--- config.mk ---
export PLATFORM = sky130hd
export DESIGN_NAME = pll_queue
export DESIGN_NICKNAME = d
export VERILOG_FILES = /design/src/hw/rtl/pll_pkg.sv /design/src/hw/rtl/pll_queue.sv
export SDC_FILE = /design/constraint.sdc
export NUM_CORES = 1
export LEC_CHECK = 0
export ABC_AREA = 1
export BUFFER_PORTS_ARGS = -buffer_cell sky130_fd_sc_hd__buf_2
export CORE_UTILIZATION = 35
export DETAILED_ROUTE_END_ITERATION = 16
export MAX_ROUTING_LAYER = met4
export PLACE_DENSITY = 0.62
export SYNTH_ARGS = -nofsm -noshare
export SYNTH_HDL_FRONTEND = slang
export SYNTH_SLANG_ARGS = --single-unit
--- constraint.sdc ---
create_clock -name clk -period 12.2 [get_ports clk]
set_input_delay 0.61 -clock clk [delete_from_list [all_inputs] [get_ports clk]]
set_output_delay 0.61 -clock clk [all_outputs]
set_load 0.05 [all_outputs]
--- src/hw/rtl/pll_pkg.sv ---
// ----------------------------------------------------------------------------
// pll_pkg
// Shared types and constants for the price level ladder.
// ----------------------------------------------------------------------------
package pll_pkg;

  localparam int MAX_LEVELS = 64;
  localparam int IDX_W      = $clog2(MAX_LEVELS);
  localparam int CNT_W      = IDX_W + 1;
  localparam int QBIT_W     = 3;            // quotient bit counter, quotient has CNT_W bits
  localparam int SHIFT_W    = 64 + CNT_W - 1;

  localparam logic [0:0] REQ_SET   = 1'b0;
  localparam logic [0:0] REQ_QUERY = 1'b1;

  localparam logic [1:0] ST_OK        = 2'd0;
  localparam logic [1:0] ST_BAD_PRICE = 2'd1;
  localparam logic [1:0] ST_OVERFLOW  = 2'd2;

  localparam logic [1:0] REG_FLOOR = 2'd0;
  localparam logic [1:0] REG_TICK  = 2'd1;
  localparam logic [1:0] REG_COUNT = 2'd2;

  typedef struct packed {
    logic              req_type;
    logic signed [63:0] price;
    logic [63:0]       quantity;
  } in_item_t;

  typedef struct packed {
    logic [1:0]         status;
    logic [63:0]        level_quantity;
    logic [63:0]        book_total;
    logic [63:0]        occupied_mask;
    logic               book_nonempty;
    logic signed [63:0] lowest_price;
    logic [63:0]        lowest_quantity;
    logic signed [63:0] highest_price;
    logic [63:0]        highest_quantity;
  } out_item_t;

  // Classified request handed from front to back.
  typedef struct packed {
    logic              req_type;
    logic              ok;
    logic [IDX_W-1:0]  idx;
    logic [63:0]       quantity;
  } op_t;

  typedef enum logic [1:0] {FE_IDLE, FE_DIV, FE_PUSH} fe_state_t;

  typedef enum logic [2:0] {BE_IDLE, BE_RD, BE_UPD, BE_LO, BE_HI, BE_FIN} be_state_t;

  function automatic logic [IDX_W-1:0] lowest_bit(input logic [MAX_LEVELS-1:0] m);
    logic [IDX_W-1:0] r;
    r = '0;
    for (int i = MAX_LEVELS - 1; i >= 0; i--) begin
      if (m[i]) r = IDX_W'(i);
    end
    return r;
  endfunction

  function automatic logic [IDX_W-1:0] highest_bit(input logic [MAX_LEVELS-1:0] m);
    logic [IDX_W-1:0] r;
    r = '0;
    for (int i = 0; i < MAX_LEVELS; i++) begin
      if (m[i]) r = IDX_W'(i);
    end
    return r;
  endfunction

endpackage

--- src/hw/rtl/pll_queue.sv ---
// ----------------------------------------------------------------------------
// pll_queue
// Two-entry queue between the front and the back.
// ----------------------------------------------------------------------------
module pll_queue (
  input  logic         clk,
  input  logic         rst_n,
  input  logic         wr_valid,
  output logic         wr_ready,
  input  pll_pkg::op_t wr_data,
  output logic         rd_valid,
  input  logic         rd_ready,
  output pll_pkg::op_t rd_data
);
  import pll_pkg::*;

  op_t        mem_r [2];
  logic       wp_r, rp_r;
  logic [1:0] cnt_r;
  logic       push, pop;

  assign wr_ready = (cnt_r != 2'd2);
  assign rd_valid = (cnt_r != 2'd0);
  assign rd_data  = mem_r[rp_r];
  assign push     = wr_valid && wr_ready;
  assign pop      = rd_valid && rd_ready;

  always_ff @(posedge clk) begin
    if (!rst_n) begin
      wp_r  <= 1'b0;
      rp_r  <= 1'b0;
      cnt_r <= 2'd0;
    end else begin
      if (push) wp_r <= ~wp_r;
      if (pop)  rp_r <= ~rp_r;
      cnt_r <= cnt_r + {1'b0, push} - {1'b0, pop};
    end
  end

  always_ff @(posedge clk) begin
    if (push) mem_r[wp_r] <= wr_data;
  end

endmodule

==> impl_summary.md <==
Yosys
The share of the synthesized area in the top cell type is 0.747. By area the synthesized netlist is led by sky130_fd_sc_hd__edfxtp_1 75%, sky130_fd_sc_hd__mux2_4 18%, sky130_fd_sc_hd__buf_12 2.4%. Counting flops and latches in the post-synthesis netlist gives 149. For this run, the number of Yosys warnings is 0. The post-synth net total is 338.

The cell area after synthesis is 5790 sq um. The sequential cell area fraction in the yosys report is 0.764. After technology mapping, the gate count stands at 260. The average cell area after synthesis is 22.3 sq um.

The most area-hungry cell type in the Yosys netlist is sky130_fd_sc_hd__edfxtp_1. In this run, distinct cell masters in the synthesized netlist total 12.

Routing
The post-detailed-route wirelength per cell is 15.3 microns. In the routed layout, each cell is associated on average with a via count of 4.39. Summing over every cut layer, the via total after detailed routing is 2860. The count of TritonRoute iterations in the first routing pass is 4. The count of nets left with antenna violations once routing finished came out at 0. The routed design has 9.94 mm of wire. For this block, the initial DRC count from the detailed router was 115. In the routed design, unresolved DRC markers number 0.

Cells and area
The fraction of layout cells with a size suffix above 1 is 0.579. In the layout the commonest cells are 149 x sky130_fd_sc_hd__buf_2, 144 x sky130_fd_sc_hd__edfxtp_1, 70 x sky130_fd_sc_hd__mux2_4. The count of cells in the finished layout, fillers not included, comes to 651.

The layout filler cell count is 1442. Registers take 4430 sq um. The area growth from synthesis to layout is 26.6%. The antenna diode instance count is 0.

The multi-input combinational cells in the finished layout cover a total of 1190 sq um. The library cell used most frequently in the layout, excluding fill and tap cells, is sky130_fd_sc_hd__buf_2. The net count of the finished layout is 501.

Setup path
The critical path in this run is classified as flip-flop to output port. For this design, the slowest cell found on the critical path is sky130_fd_sc_hd__buf_4. The count of buffer and inverter cells on the critical path is 2. The largest single stage delay on the critical path is 0.75 ns.

The startpoint kind of the worst setup timing path is a flip-flop. The data arrival time at the worst-slack endpoint is 2.50 ns. For the worst setup path, the data required time is 11.59 ns. The highest fanout seen on the critical path is 44. STA classifies the critical path endpoint as an output port. The family with the most delay on the worst path is buffers and inverters. The signal on the critical path passes through buf_4 > mux2_4 > buf_2.

GRT
The number of global-route vias before repair is 2852. For this run the aggregate overflow at the end of global routing stands at 0. The initial antenna violation count was 0.

Entering global routing, the biggest net connects 73 pins. The aggregate global-route resource usage is 0.122. The first global-routing pass estimated 14.5 mm of wire.

Clock tree
The tree is rooted in a sky130_fd_sc_hd__clkbuf_16. The CTS tree is yes. After clock tree synthesis, the clock-pin slew on the worst setup and hold paths is 0.06 ns. The count of instances resized after the clock tree is built is 0.

The H-tree generated during clock tree synthesis spans 4 levels. The count of hold-fix buffers inserted at cts is 0. The number of CTS-inserted buffers is 17. The latest clock arrival within the worst-skew pair is 0.41 ns. The clock passes through at most 2 buffers. The number of post-CTS setup repair buffers is 0. Clock tree synthesis found a total of 149 sinks.

Place
The count of input and output buffers is 149. The placer congestion estimate is 0.654. The detailed placer's ending HPWL is 6.29 mm. The number of placed instances, taps included is 620.

Timing
The final period utilization is 0.255. The tightest slew margin relative to the limit is 0.332. For the final routed database, the setup TNS stands at 0 ns. The worst hold margin is 0.383 ns.

Setup repair after global routing left no endpoint under its margin. For the final database, setup skew stands at 0.00733 ns. For the pin with the worst max-slew slack, the measured transition is 1.00 ns. The total setup violations reported at the end of the flow is 0. The max-slew violation count is 0. The maximum achievable frequency is 322 MHz. The worst path needs 3.11 ns of the cycle, external delays included. The final number of hold-violating endpoints is 0.

Pwr
For this design the ratio of total power to cell area is 249 nW/um^2. IR analysis of the VDD net gives a maximum drop of 138 uV. For this design the static power due to leakage is 2.90 nW.

Floorplanning
The initial core utilization is 0.362. The floorplan step defined a core boundary enclosing 16000 sq um. The initialized floorplan defines 46 standard-cell rows.

The chip width is 131 microns. The number of placed I/O pins is 150. The die is 131 microns tall. The area of the die is 17100 sq um.

Worst hold path
The path class of the lowest-slack min-delay path is input port to flip-flop.

Flow run
Across the run, the number of max-cap violations was 0.

Outcome
The flow ran to the end, and the final reports show no timing, DRC or antenna violations.
-- power breakdown --
group          switching, mW  internal [mW]  total, mW
sequential            0.0333          0.650      0.683
clock                  0.188          0.378      0.566
combinational          0.397          0.183      0.579
-- layer usage --
metal	up-vias	part of all wire	track usage
met5	-	0	-
met4	0	0.018	0.0595
met3	20	0.066	0.0517
met2	98	0.49	0.189
met1	1407	0.43	0.137
li1	1335	-	-
-- cell families (layout without fill, tap and decap cells) --
| group | Yosys count | in the layout | share of synthesized area |
|---|---|---|---|
| compound gates | 2 | 2 | 0.00173 |
| simple gates | 20 | 20 | 0.0136 |
| flops | 149 | 149 | 0.764 |
| mux | 72 | 72 | 0.185 |
| fa+ha+maj | 2 | 2 | 0.00432 |
| buf+inv | 15 | 190 | 0.0307 |
-- area by class of cell --
class | count | area share
flip-flops and latches | 149 | 0.604
multi-input cells | 96 | 0.163
repair buffers | 152 | 0.105
clock buffers | 18 | 0.0586
well taps | 216 | 0.0369
clock inverters | 13 | 0.0288
inverters | 7 | 0.00376
-- flip-flops by register name, summed over array words and instances, names as in the netlist, named ones only --
register	flops
mem_r	144
cnt_r	2
rp_r	1
wp_r	1
-- metrics by stage --
| stage | total power [mW] | util | cell area (sq um) | worst slack (ns) |
|---|---|---|---|---|
| final | 1.83 | 0.458 | 7330 | 9.09 |
| after global routing | 1.90 | 0.458 | 7330 | 8.96 |
| after CTS | 1.85 | 0.458 | 7330 | 9.04 |
| after detailed placement | 1.28 | 0.418 | 6690 | 9.48 |
| after global placement | 1.27 | 0.418 | 6690 | 9.50 |
| after floorplan | 1.19 | - | 5790 | 7.76 |
-- worst paths after layout --
check | startpoint | to | slack [ns] | depth (start not counted)
max | flip-flop | rd_data[22] | 9.09 | 3
min | wr_data[26] | mem_r[0][26]$_DFFE_PP_ | 0.38 | 1
min reg2reg | rp_r$_SDFFE_PN0P_ | rp_r$_SDFFE_PN0P_ | 0.53 | 2
max reg2reg | cnt_r[0]$_SDFF_PN0_ | mem_r[0][17]$_DFFE_PP_ | 10.22 | 5
-- worst register-to-register path, delay by kind of cell (launching register included) --
kind,cells,cell delay [ns]
buf+inv,2,0.83
simple gates,3,0.36
flops,1,0.36
-- synth_stat cells --
library cell and instances:
sky130_fd_sc_hd__edfxtp_1 144, sky130_fd_sc_hd__mux2_4 70, sky130_fd_sc_hd__nand2_1 9, sky130_fd_sc_hd__nor2_1 8, sky130_fd_sc_hd__buf_12 7, sky130_fd_sc_hd__inv_1 7
sky130_fd_sc_hd__dfxtp_1 5, sky130_fd_sc_hd__nand3_1 3, sky130_fd_sc_hd__a21oi_1 2, sky130_fd_sc_hd__ha_1 2, sky130_fd_sc_hd__mux2_2 2, sky130_fd_sc_hd__buf_6 1
(Power assumes the default switching activity.)
