<file path="src/hw/rtl/pll_pkg.sv">
// ----------------------------------------------------------------------------
// pll_pkg
// Shared types and constants for the price level ladder.
// ----------------------------------------------------------------------------
package pll_pkg;

  localparam int MAX_LEVELS = 64;
  localparam int IDX_W      = $clog2(MAX_LEVELS);
  localparam int CNT_W      = IDX_W + 1;
  localparam int QBIT_W     = 3;            // quotient bit counter, quotient has CNT_W bits
  localparam int SHIFT_W    = 64 + CNT_W - 1;

  localparam logic [0:0] REQ_SET   = 1'b0;
  localparam logic [0:0] REQ_QUERY = 1'b1;

  localparam logic [1:0] ST_OK        = 2'd0;
  localparam logic [1:0] ST_BAD_PRICE = 2'd1;
  localparam logic [1:0] ST_OVERFLOW  = 2'd2;

  localparam logic [1:0] REG_FLOOR = 2'd0;
  localparam logic [1:0] REG_TICK  = 2'd1;
  localparam logic [1:0] REG_COUNT = 2'd2;

  typedef struct packed {
    logic              req_type;
    logic signed [63:0] price;
    logic [63:0]       quantity;
  } in_item_t;

  typedef struct packed {
    logic [1:0]         status;
    logic [63:0]        level_quantity;
    logic [63:0]        book_total;
    logic [63:0]        occupied_mask;
    logic               book_nonempty;
    logic signed [63:0] lowest_price;
    logic [63:0]        lowest_quantity;
    logic signed [63:0] highest_price;
    logic [63:0]        highest_quantity;
  } out_item_t;

  // Classified request handed from front to back.
  typedef struct packed {
    logic              req_type;
    logic              ok;
    logic [IDX_W-1:0]  idx;
    logic [63:0]       quantity;
  } op_t;

  typedef enum logic [1:0] {FE_IDLE, FE_DIV, FE_PUSH} fe_state_t;

  typedef enum logic [2:0] {BE_IDLE, BE_RD, BE_UPD, BE_LO, BE_HI, BE_FIN} be_state_t;

  function automatic logic [IDX_W-1:0] lowest_bit(input logic [MAX_LEVELS-1:0] m);
    logic [IDX_W-1:0] r;
    r = '0;
    for (int i = MAX_LEVELS - 1; i >= 0; i--) begin
      if (m[i]) r = IDX_W'(i);
    end
    return r;
  endfunction

  function automatic logic [IDX_W-1:0] highest_bit(input logic [MAX_LEVELS-1:0] m);
    logic [IDX_W-1:0] r;
    r = '0;
    for (int i = 0; i < MAX_LEVELS; i++) begin
      if (m[i]) r = IDX_W'(i);
    end
    return r;
  endfunction

endpackage

</file>
<file path="src/hw/rtl/pll_front.sv">
// ----------------------------------------------------------------------------
// pll_front
// Accepts requests and maps each price to a grid level by serial division.
// ----------------------------------------------------------------------------
module pll_front (
  input  logic                     clk,
  input  logic                     rst_n,
  input  logic                     in_valid,
  output logic                     in_ready,
  input  pll_pkg::in_item_t        in_data,
  input  logic signed [63:0]       floor_i,
  input  logic [62:0]              tick_i,
  input  logic [pll_pkg::CNT_W-1:0] count_i,
  output logic                     op_valid,
  output pll_pkg::op_t             op_data,
  input  logic                     op_ready
);
  import pll_pkg::*;

  fe_state_t          state_r, state_nxt;
  logic               req_r;
  logic               below_r;
  logic [63:0]        qty_r;
  logic [63:0]        rem_r;
  logic [CNT_W-1:0]   quo_r;
  logic [QBIT_W-1:0]  k_r;
  logic [SHIFT_W-1:0] cand;
  logic               fits;

  assign cand = SHIFT_W'({1'b0, tick_i}) << k_r;
  assign fits = SHIFT_W'(rem_r) >= cand;

  always_comb begin
    state_nxt = state_r;
    case (state_r)
      FE_IDLE: if (in_valid) state_nxt = FE_DIV;
      FE_DIV:  if (k_r == '0) state_nxt = FE_PUSH;
      FE_PUSH: if (op_ready) state_nxt = FE_IDLE;
      default: state_nxt = FE_IDLE;
    endcase
  end

  always_comb begin
    in_ready         = (state_r == FE_IDLE);
    op_valid         = (state_r == FE_PUSH);
    op_data.req_type = req_r;
    op_data.quantity = qty_r;
    op_data.idx      = quo_r[IDX_W-1:0];
    op_data.ok       = !below_r && (rem_r == '0) && (quo_r < count_i);
  end

  always_ff @(posedge clk) begin
    if (!rst_n) begin
      state_r <= FE_IDLE;
    end else begin
      state_r <= state_nxt;
    end
  end

  // Restoring division, one quotient bit a cycle, most significant first.
  always_ff @(posedge clk) begin
    if (state_r == FE_IDLE && in_valid) begin
      req_r   <= in_data.req_type;
      qty_r   <= in_data.quantity;
      below_r <= in_data.price < floor_i;
      rem_r   <= in_data.price - floor_i;
      quo_r   <= '0;
      k_r     <= QBIT_W'(CNT_W - 1);
    end else if (state_r == FE_DIV) begin
      if (fits) begin
        rem_r      <= rem_r - cand[63:0];
        quo_r[k_r] <= 1'b1;
      end
      k_r <= k_r - 1'b1;
    end
  end

endmodule

</file>
<file path="config.mk">
export PLATFORM = sky130hd
export DESIGN_NAME = pll_front
export DESIGN_NICKNAME = d
export VERILOG_FILES = /design/src/hw/rtl/pll_pkg.sv /design/src/hw/rtl/pll_front.sv
export SDC_FILE = /design/constraint.sdc
export NUM_CORES = 1
export LEC_CHECK = 0
export BUFFER_PORTS_ARGS = -buffer_cell sky130_fd_sc_hd__buf_2
export CORE_MARGIN = 3
export CORE_UTILIZATION = 50
export CTS_CLUSTER_SIZE = 14
export DETAILED_ROUTE_END_ITERATION = 12
export GPL_TIMING_DRIVEN = 0
export PLACE_DENSITY = 0.82
export SKIP_CTS_REPAIR_TIMING = 1
export SYNTH_ARGS = -nofsm -noshare
export SYNTH_HDL_FRONTEND = slang
export SYNTH_SLANG_ARGS = --single-unit
</file>
<file path="constraint.sdc">
create_clock -name clk -period 5.6 [get_ports clk]
set_input_delay 1.12 -clock clk [delete_from_list [all_inputs] [get_ports clk]]
set_output_delay 1.12 -clock clk [all_outputs]
set_load 0.05 [all_outputs]
</file>
==> flow_summary_export.csv, run 1 <==
group,metric,value,unit
run_status,status,"finished clean",
worst_setup_path,worst-setup-path-type,"register to register",
detailed_routing,met3WireLength,5.94,mm
placed_design,dpl.cell_count,2495,
worst_setup_path,worstPathCellList,"clkbuf_4 > clkbuf_2 > clkbuf_2 > nand3_1 > o21ai_0 > nand2_1 > ha_1 > a21o_1 > a221oi_2 > o211a_1 > nor3_2 > or3_1 > a31oi_2 > o31a_1 > o31a_2 > nand2_4",
synthesis,syn_area,0.0153,sq mm
synthesis,ys_warn_count,0,
floorplanning,dieArea,0.0328,sq mm
detailed_routing,finalWirelength,56.2,mm
worst_setup_path,startpoint,"k_r[0]",
sta,rsz0062_at_grt,"no",
global_routing,antenna_found_initial,7,
synthesis,async_flop_share,0,%
sta,setup_viol,0,
synthesis,ys_seq_area_share,27.1,%
hold_path,hp-class,"register to register",
final_layout,nNetsFinal,2527,
placed_design,io_buffers,340,
worst_setup_path,slowest_stage,"dfxtp_2",
synthesis,synthCells,1763,
sta,min_period_over_period,96.8,%
synthesis,synth_cell_types,71,
worst_setup_path,arrival,5.44,ns
power_and_ir_drop,p_leak,7.95,nW
detailed_routing,highest_layer,"met5",
worst_setup_path,critical_path_required,5.62,ns
floorplanning,ios,341,
final_layout,final_cell_mix,"buf_2 (351), a21oi_1 (211), nand2_1 (140), ha_1 (136), edfxtp_1 (130)",
synthesis,yosys.area.top_type_share,25.5,%
detailed_routing,dr_wl_met2,25.5,mm
synthesis,ys.flop_type,"edfxtp_1",
detailed_routing,wl_per_cell,22.2,um
final_layout,drive_above_1_share,22.3,%
sta,skew,0.0145,ns
power_and_ir_drop,power_density,468,mW/mm^2
clock_network,cts-root-buf,"clkbuf_16",
sta,worstMarginPinSlew,1.31,ns
power_and_ir_drop,p_total,8.52,mW
placed_design,dp_hpwl,45.5,mm
final_layout,final_util,61.0,%
clock_network,cts_tree,"done",
placed_design,routabilityCongestion,1.04,
global_routing,grt_overflow,0,
detailed_routing,vias,15800,
final_layout,area_delta_synth_final,19.0,%
worst_setup_path,cp_top_family,"compound AO/OA/AOI/OAI gates",
synthesis,syn_area_per_cell,8.68,sq um
sta,max_clock_freq,185,MHz
synthesis,synth_edf_count,130,
clock_network,clock_latency,0.45,ns
worst_setup_path,critPathLaunchType,"register",
detailed_routing,vias_per_cell,6.27,
clock_network,clk_pin_slew_worst_paths,0.08,ns
detailed_routing,drt-pass1-iter-count,7,
sta,maxSlewHeadroom,12.6,%
worst_setup_path,cpPeakStageDelay,0.56,ns
worst_setup_path,path_max_fanout,32,
worst_setup_path,crit_top_cell,"clkbuf_2",
sta,hold_viol_final,0,
detailed_routing,drt-initial-drc-count,1598,
synthesis,synth_top_area_cell,"edfxtp_1",
floorplanning,fp.dieH,181,um
global_routing,grt_max_degree,71,
floorplanning,start_util,51.2,%
clock_network,clockBufferDepth,2,
global_routing,grt_pass1_wl,84.0,mm
detailed_routing,final_antenna_net_count,0,
floorplanning,die_width,181,um
worst_setup_path,rr_startpoint,"k_r[0]",
hold_path,min_from,"quo_r[6]",
clock_network,numClockSinks,142,
clock_network,htreeDepth,4,
global_routing,grt_pass1_vias,14900,
final_layout,stdcell_count,2529,
floorplanning,core,0.0299,sq mm
synthesis,ys_ff_latch,142,
synthesis,synth_area_leaders,"edfxtp_1 (26%), ha_1 (11%), mux4_2 (7.2%)",
worst_setup_path,endpoint_kind,"register",
floorplanning,row_count,63,
synthesis,synth_nets,2168,
final_layout,layout_commonest_cell,"buf_2",
power_and_ir_drop,vdd_drop_max,256,uV
clock_network,cts_inserted_buffers,17,
global_routing,grtUsageTotal,32.6,%
sta,drv_slew,0,
worst_setup_path,path_buf_inv,3,
detailed_routing,wl_met1,22.2,mm
detailed_routing,drc,0,
job,max-cap-violations,0,
sta,period_needed,5.42,ns
[logic make-up after synthesis]
group	count (synthesis)	synth area share, %
buffers and inverters	212	5.45
XOR/XNOR	115	6.58
flip-flops	142	27.1
adder cells (fa/ha/maj)	138	11.4
multiplexers	124	12.1
AND/OR/NAND/NOR	476	14.9
AO/OA/AOI/OAI	556	22.5
[where the power goes]
part           switching (mW)  total, mW  leakage (nW)  internal (mW)
Clock                   0.596       1.21         0.298          0.610
Combinational            3.45       5.55          6.32           2.10
Sequential              0.196       1.76          1.34           1.57
[Yosys cell counts, types with 15 or more instances]
| master | count |
|---|---|
| o21bai_1 | 30 |
| a21o_1 | 55 |
| nor2_1 | 120 |
| nor3_1 | 27 |
| ha_1 | 136 |
| xor2_1 | 38 |
| a211oi_1 | 15 |
| nand3_1 | 33 |
| a31oi_1 | 22 |
| nor4_1 | 20 |
| inv_1 | 112 |
| edfxtp_1 | 130 |
| o21ai_0 | 110 |
| a21oi_1 | 212 |
| nand2_1 | 141 |
| mux2i_1 | 71 |
| xnor2_1 | 77 |
| clkbuf_1 | 68 |
| nand4_1 | 52 |
| o21a_1 | 23 |
| and3_1 | 24 |
| mux4_2 | 49 |
[sequential cells by signal, summed over array words and instances, names as in the netlist]
| signal | cells |
|---|---|
| below_r | 1 |
| k_r | 3 |
| qty_r | 64 |
| quo_r | 7 |
| rem_r | 64 |
| req_r | 1 |
| state_r | 2 |
[stage by stage]
| step | setup slack, ns | setup TNS (ns) | hold slack (ns) | cell area (sq um) |
|---|---|---|---|---|
| 3_3_place_gp | -1.58 | -113.11 | 0.459 | 17500 |
| 6_report | 0.182 | 0 | 0.491 | 18200 |
| 2_1_floorplan | 0.384 | 0 | 0.446 | 15300 |
| 3_5_place_dp | -1.16 | -87.49 | 0.470 | 17500 |
| 4_1_cts | -1.21 | -93.05 | 0.489 | 18200 |
| 5_1_grt | 0.00291 | 0 | 0.504 | 18200 |
[layer usage]
metal / up-vias / track usage, %
met5: - / 0
met4: 6 / 13.3
met3: 141 / 8.09
met2: 896 / 52.4
met1: 7475 / 42.1
li1: 7329 / -
[worst reg2reg max path, delay by kind of cell (launching register included)]
| kind | cells | cell delay [ns] |
|---|---|---|
| AO/OA/AOI/OAI | 7 | 2.09 |
| flip-flops | 1 | 0.56 |
| adder cells (fa/ha/maj) | 1 | 0.39 |
| buffers and inverters | 3 | 0.95 |
| AND/OR/NAND/NOR | 5 | 1.00 |
[final timing paths]
| check | slack [ns] | cells past startpoint | to |
|---|---|---|---|
| worst max-delay path | 0.18 | 16 | rem_r[49] |
| worst max register to register | 0.18 | 16 | rem_r[49] |
| worst min-delay path | 0.49 | 1 | quo_r[6] |
| worst min register to register | 0.49 | 1 | quo_r[6] |
[area by class of cell]
class,count,area (sq um)
diodes,4,10.0
clock buffers,17,425
repair buffers,342,1730
well taps,390,488
multi-input cells,1410,10400
inverters,113,424
plain buffers,96,418
clock inverters,15,189
flip-flops and latches,142,4150
fillers,2698,11700
Power figures use the tool's default switching activity.
==> inputs of run 2 (changes only) <==
==> constraint.sdc (replaced) <==
create_clock -name clk -period 5.6 [get_ports clk]
set_input_delay 0.28 -clock clk [delete_from_list [all_inputs] [get_ports clk]]
set_output_delay 0.28 -clock clk [all_outputs]
set_load 0.05 [all_outputs]
==> run 2 against run 1 <==
Effect of this change: register-to-register slack got worse by 0.02 ns; die area is the same; via count grew 0.74%; utilization increased by 0.80 points; critical path depth stayed put; worst hold slack got worse by 0.48 ns; clock skew hardly changed; total power is 0.21% higher; largest cell class unchanged; largest power group unchanged.
==> flow_summary_export.csv, run 2 (synthesis gave the netlist of run 1 again) <==
group,metric,value,unit
job,max-cap-violations,0,
worst_setup_path,path_max_fanout,32,
worst_setup_path,rr_startpoint,"k_r[0]",
floorplanning,dieArea,0.0328,sq mm
floorplanning,ios,341,
final_layout,nNetsFinal,2551,
final_layout,layout_commonest_cell,"buf_2",
detailed_routing,final_antenna_net_count,0,
global_routing,grt_max_degree,71,
global_routing,grt_pass1_vias,14900,
placed_design,dp_hpwl,45.5,mm
clock_network,cts_tree,"done",
global_routing,grt-busiest-layer,"met2",
sta,max_clock_freq,184,MHz
worst_setup_path,arrival,5.45,ns
placed_design,routabilityCongestion,1.04,
final_layout,stdcell_count,2552,
worst_setup_path,critical_path_required,5.61,ns
clock_network,clock_latency,0.45,ns
floorplanning,die_width,181,um
global_routing,grt_use_met3,8.09,%
hold_path,hp-class,"primary input to register",
detailed_routing,drt-pass1-iter-count,7,
detailed_routing,vias,16000,
clock_network,numClockSinks,142,
clock_network,clk_pin_slew_worst_paths,0.08,ns
worst_setup_path,reg2reg_to,"rem_r[54]",
floorplanning,fp.dieH,181,um
placed_design,pre_cts_ws,-1.16,ns
final_layout,final_cell_mix,"buf_2 (351), a21oi_1 (211), nand2_1 (140), ha_1 (136), edfxtp_1 (130)",
sta,drv_slew,0,
hold_path,hold-path-endpoint,"req_r",
sta,period_needed,5.44,ns
sta,min_period_over_period,97.1,%
global_routing,gr-usage-met1,42.1,%
power_and_ir_drop,p_total,8.54,mW
power_and_ir_drop,p_leak,8.05,nW
final_layout,drive_above_1_share,22.1,%
power_and_ir_drop,seq_power_share,20.6,%
sta,hold_viol_final,0,
worst_setup_path,worst-setup-path-type,"register to register",
detailed_routing,drt-initial-drc-count,1544,
hold_path,hold-path-cell-count,1,
power_and_ir_drop,clock_power_share,14.1,%
clock_network,cts_inserted_buffers,17,
sta,setup_ws,0.163,ns
worst_setup_path,rr_worst_depth,16,
floorplanning,row_count,63,
run_status,status,"finished clean",
worst_setup_path,rrSetupSlack,0.16,ns
global_routing,grt_overflow,0,
detailed_routing,wl_per_cell,22.1,um
sta,worstMarginPinSlew,1.32,ns
sta,finalSetupTns,0,ns
sta,whs,0.00639,ns
worst_setup_path,endpoint_kind,"register",
sta,maxSlewHeadroom,12.0,%
global_routing,antenna_found_initial,7,
sta,skew,0.0141,ns
global_routing,grt_pass1_wl,84.0,mm
placed_design,dpl.cell_count,2495,
power_and_ir_drop,switching_share,49.7,%
clock_network,clockBufferDepth,2,
power_and_ir_drop,pwr-share-comb,65.3,%
final_layout,reg_top3,"qty_r (64), rem_r (64), quo_r (7)",
power_and_ir_drop,power_density,463,mW/mm^2
power_and_ir_drop,vdd_drop_max,256,uV
detailed_routing,vias_per_cell,6.26,
global_routing,use_met2,52.4,%
detailed_routing,drc,0,
final_layout,area_delta_synth_final,20.5,%
clock_network,cts-root-buf,"clkbuf_16",
clock_network,htreeDepth,4,
floorplanning,start_util,51.2,%
sta,setup_viol,0,
placed_design,io_buffers,340,
floorplanning,core,0.0299,sq mm
power_and_ir_drop,power_switching,4.25,mW
sta,rsz0062_at_grt,"no",
power_and_ir_drop,intPower,4.29,mW
worst_setup_path,critPathLaunchType,"register",
global_routing,grtUsageTotal,32.6,%
detailed_routing,finalWirelength,56.5,mm
hold_path,min_from,"in_data[128]",
[run 2: routing by layer]
layer / share of wire, % / routed length [um] / vias to the layer above
li1: - / - / 7380
met1: 39 / 22100 / 7519
met2: 45 / 25700 / 919
met3: 11 / 6110 / 139
met4: 4.5 / 2540 / 8
met5: 0.10 / 59 / -
[run 2: power by group through the flow]
| stage | clock network [mW] | registers [mW] | logic (mW) |
|---|---|---|---|
| floorplan | 0 | 1.77 | 3.90 |
| global placement | 0 | 1.76 | 5.28 |
| detailed placement | 0 | 1.76 | 5.34 |
| CTS | 1.20 | 1.74 | 5.39 |
| global route | 1.26 | 1.77 | 6.08 |
| finish | 1.20 | 1.76 | 5.57 |
[run 2: how the worst max path moves through the flow]
stage	end	slack, ns	start	cells past startpoint
finish	rem_r[54]	0.16	k_r[0]	16
global route	rem_r[52]	0.003	k_r[0]	17
CTS	rem_r[29]	-1.21	k_r[0]	17
detailed placement	rem_r[27]	-1.16	k_r[0]	17
global placement	rem_r[33]	-1.58	k_r[0]	17
floorplan	rem_r[0]	0.38	k_r[0]	17
[run 2: through the flow]
| stage | util (%) | cell area (sq um) |
|---|---|---|
| floorplan | - | 15300 |
| global placement | 58.6 | 17500 |
| detailed placement | 58.7 | 17500 |
| CTS | 60.8 | 18200 |
| global route | 61.8 | 18400 |
| finish | 61.8 | 18500 |
[run 2: critical path, cell delays in order (launching register included)]
cell      delay, ns
dfxtp_2        0.56
clkbuf_4       0.36
clkbuf_2       0.30
clkbuf_2       0.28
nand3_1        0.11
o21ai_0        0.18
nand2_1        0.11
ha_1           0.39
a21o_1         0.24
a221oi_2       0.43
o211a_1        0.27
nor3_2         0.07
or3_1          0.36
a31oi_2        0.36
o31a_1         0.27
o31a_2         0.34
nand2_4        0.36
[run 2: area by class of cell]
type / instances / area (sq um)
Multi-Input combinational cell: 1410 / 10400
Buffer: 96 / 418
Timing Repair Buffer: 366 / 1970
Tap cell: 390 / 488
Antenna cell: 3 / 7.51
Clock buffer: 17 / 425
Inverter: 113 / 424
Clock inverter: 15 / 189
Fill cell: 2663 / 11400
Sequential cell: 142 / 4150
==> inputs of run 3 (changes only) <==
- BUFFER_PORTS_ARGS: -buffer_cell sky130_fd_sc_hd__buf_2 -> unset
- DONT_BUFFER_PORTS: unset -> 1
- PLACE_DENSITY: 0.82 -> 0.73
==> run 3 against run 2 <==
Effect of this change: routed wire length is 7.0% lower; die area stayed put; combinational power is 3% lower; first-iteration DRC count is 5.0% lower; final cell count is 12% lower; critical path depth stayed put; highest routed layer is now met4; sequential cell count stayed put; global-route usage is 2.7 points lower; non-clock buffer count is 298 lower; setup slack worse by 0.031 ns; register-to-register slack worse by 0.03 ns; total power is 1.5% lower.
==> flow_summary_export.csv, run 3 (synthesis gave the netlist of run 1 again) <==
group,metric,value,unit
run_status,status,"finished clean",
worst_setup_path,critical_path_required,5.65,ns
floorplanning,row_count,63,
sta,period_needed,5.47,ns
job,max-cap-violations,0,
detailed_routing,drc,0,
detailed_routing,finalWirelength,52.5,mm
global_routing,grt_pass1_wl,77.5,mm
global_routing,antenna_found_initial,1,
sta,min_period_over_period,97.6,%
power_and_ir_drop,power_density,491,mW/mm^2
final_layout,layout_commonest_cell,"a21oi_1",
clock_network,cts-root-buf,"clkbuf_16",
sta,hold_viol_final,0,
floorplanning,fp.dieH,181,um
worst_setup_path,worst-setup-path-type,"register to register",
placed_design,routabilityCongestion,1.05,
hold_path,hp-class,"primary input to register",
power_and_ir_drop,p_leak,6.85,nW
placed_design,io_buffers,0,
detailed_routing,drt-pass1-iter-count,6,
detailed_routing,highest_layer,"met4",
detailed_routing,wl_met1,22.0,mm
sta,setup_viol,0,
worst_setup_path,critPathLaunchType,"register",
power_and_ir_drop,vdd_drop_max,220,uV
sta,max_clock_freq,183,MHz
final_layout,final_cell_mix,"a21oi_1 (211), nand2_1 (140), ha_1 (136), edfxtp_1 (130), nor2_1 (120)",
placed_design,pre_cts_ws,-1.02,ns
worst_setup_path,endpoint_kind,"register",
sta,whs,0.0609,ns
power_and_ir_drop,p_total,8.41,mW
worst_setup_path,path_max_fanout,32,
detailed_routing,final_antenna_net_count,0,
clock_network,clockBufferDepth,2,
sta,maxSlewHeadroom,15.1,%
global_routing,grt_overflow,0,
final_layout,area_delta_synth_final,11.9,%
sta,rsz0062_at_grt,"yes",
final_layout,nNetsFinal,2253,
floorplanning,start_util,51.2,%
worst_setup_path,arrival,5.52,ns
detailed_routing,vias_per_cell,6.43,
floorplanning,die_width,181,um
clock_network,cts_inserted_buffers,17,
sta,drv_slew,0,
final_layout,diodes,0,
floorplanning,core,0.0299,sq mm
detailed_routing,drt-initial-drc-count,1467,
detailed_routing,dr_wl_met2,24.3,mm
global_routing,grtUsageTotal,29.8,%
sta,setup_ws,0.132,ns
floorplanning,dieArea,0.0328,sq mm
global_routing,grt_max_degree,76,
final_layout,reg_top3,"qty_r (64), rem_r (64), quo_r (7)",
detailed_routing,met3WireLength,4.74,mm
clock_network,numClockSinks,142,
floorplanning,ios,341,
clock_network,htreeDepth,4,
final_layout,drive_above_1_share,7.25,%
detailed_routing,vias,14500,
clock_network,clock_latency,0.44,ns
clock_network,cts_tree,"done",
detailed_routing,wl_per_cell,23.3,um
sta,skew,0.00982,ns
placed_design,dp_hpwl,41.4,mm
sta,worstMarginPinSlew,1.27,ns
clock_network,clk_pin_slew_worst_paths,0.07,ns
global_routing,grt_pass1_vias,13500,
==> run 3: stage by stage <==
stage / utilization [%] / area (sq um) / setup TNS (ns) / std cells
3_3_place_gp: 52.9 / 15800 / -118.03 / 2153
4_1_cts: 54.9 / 16400 / -80.48 / 2186
2_1_floorplan: - / 15300 / 0 / 1763
3_5_place_dp: 52.9 / 15800 / -76.73 / 2154
5_1_grt: 57.3 / 17100 / -5.29 / 2251
6_report: 57.3 / 17100 / 0 / 2251
==> run 3: final cells by class <==
type | instances | area [sq um]
Timing Repair Buffer | 67 | 666
Fill cell | 2679 | 12700
Inverter | 113 | 424
Multi-Input combinational cell | 1410 | 10400
Sequential cell | 142 | 4150
Clock inverter | 15 | 154
Buffer | 97 | 420
Clock buffer | 17 | 425
Tap cell | 390 | 488
==> run 3: critical path: stages (launching register included) <==
cell,delay (ns)
dfxtp_2,0.55
buf_2,0.40
clkbuf_2,0.32
clkbuf_1,0.40
nand3_1,0.12
o21ai_0,0.16
nand2_1,0.10
ha_1,0.38
a21o_1,0.24
a221oi_2,0.44
o211a_1,0.27
nor3_2,0.07
or3_1,0.35
a31oi_2,0.40
o31a_1,0.26
o31a_2,0.36
nand2_8,0.25
==> run 3: final timing paths <==
kind / startpoint / endpoint / slack [ns] / depth (start not counted)
max: k_r[0] / rem_r[11] / 0.13 / 16
min: op_ready / state_r[1] / 0.06 / 2
max reg2reg: k_r[0] / rem_r[11] / 0.13 / 16
min reg2reg: quo_r[6] / quo_r[6] / 0.48 / 1
==> run 3: routing by layer <==
metal / GRT usage [%] / vias up
met1: 41.2 / 6792
met4: 8.78 / 0
met5: 0 / -
met2: 48.1 / 790
met3: 5.60 / 98
li1: - / 6788
==> run 3: power by group <==
group	internal [mW]	switching (mW)	total [mW]
sequential	1.57	0.294	1.86
clock	0.627	0.529	1.16
combinational	2.06	3.33	5.39
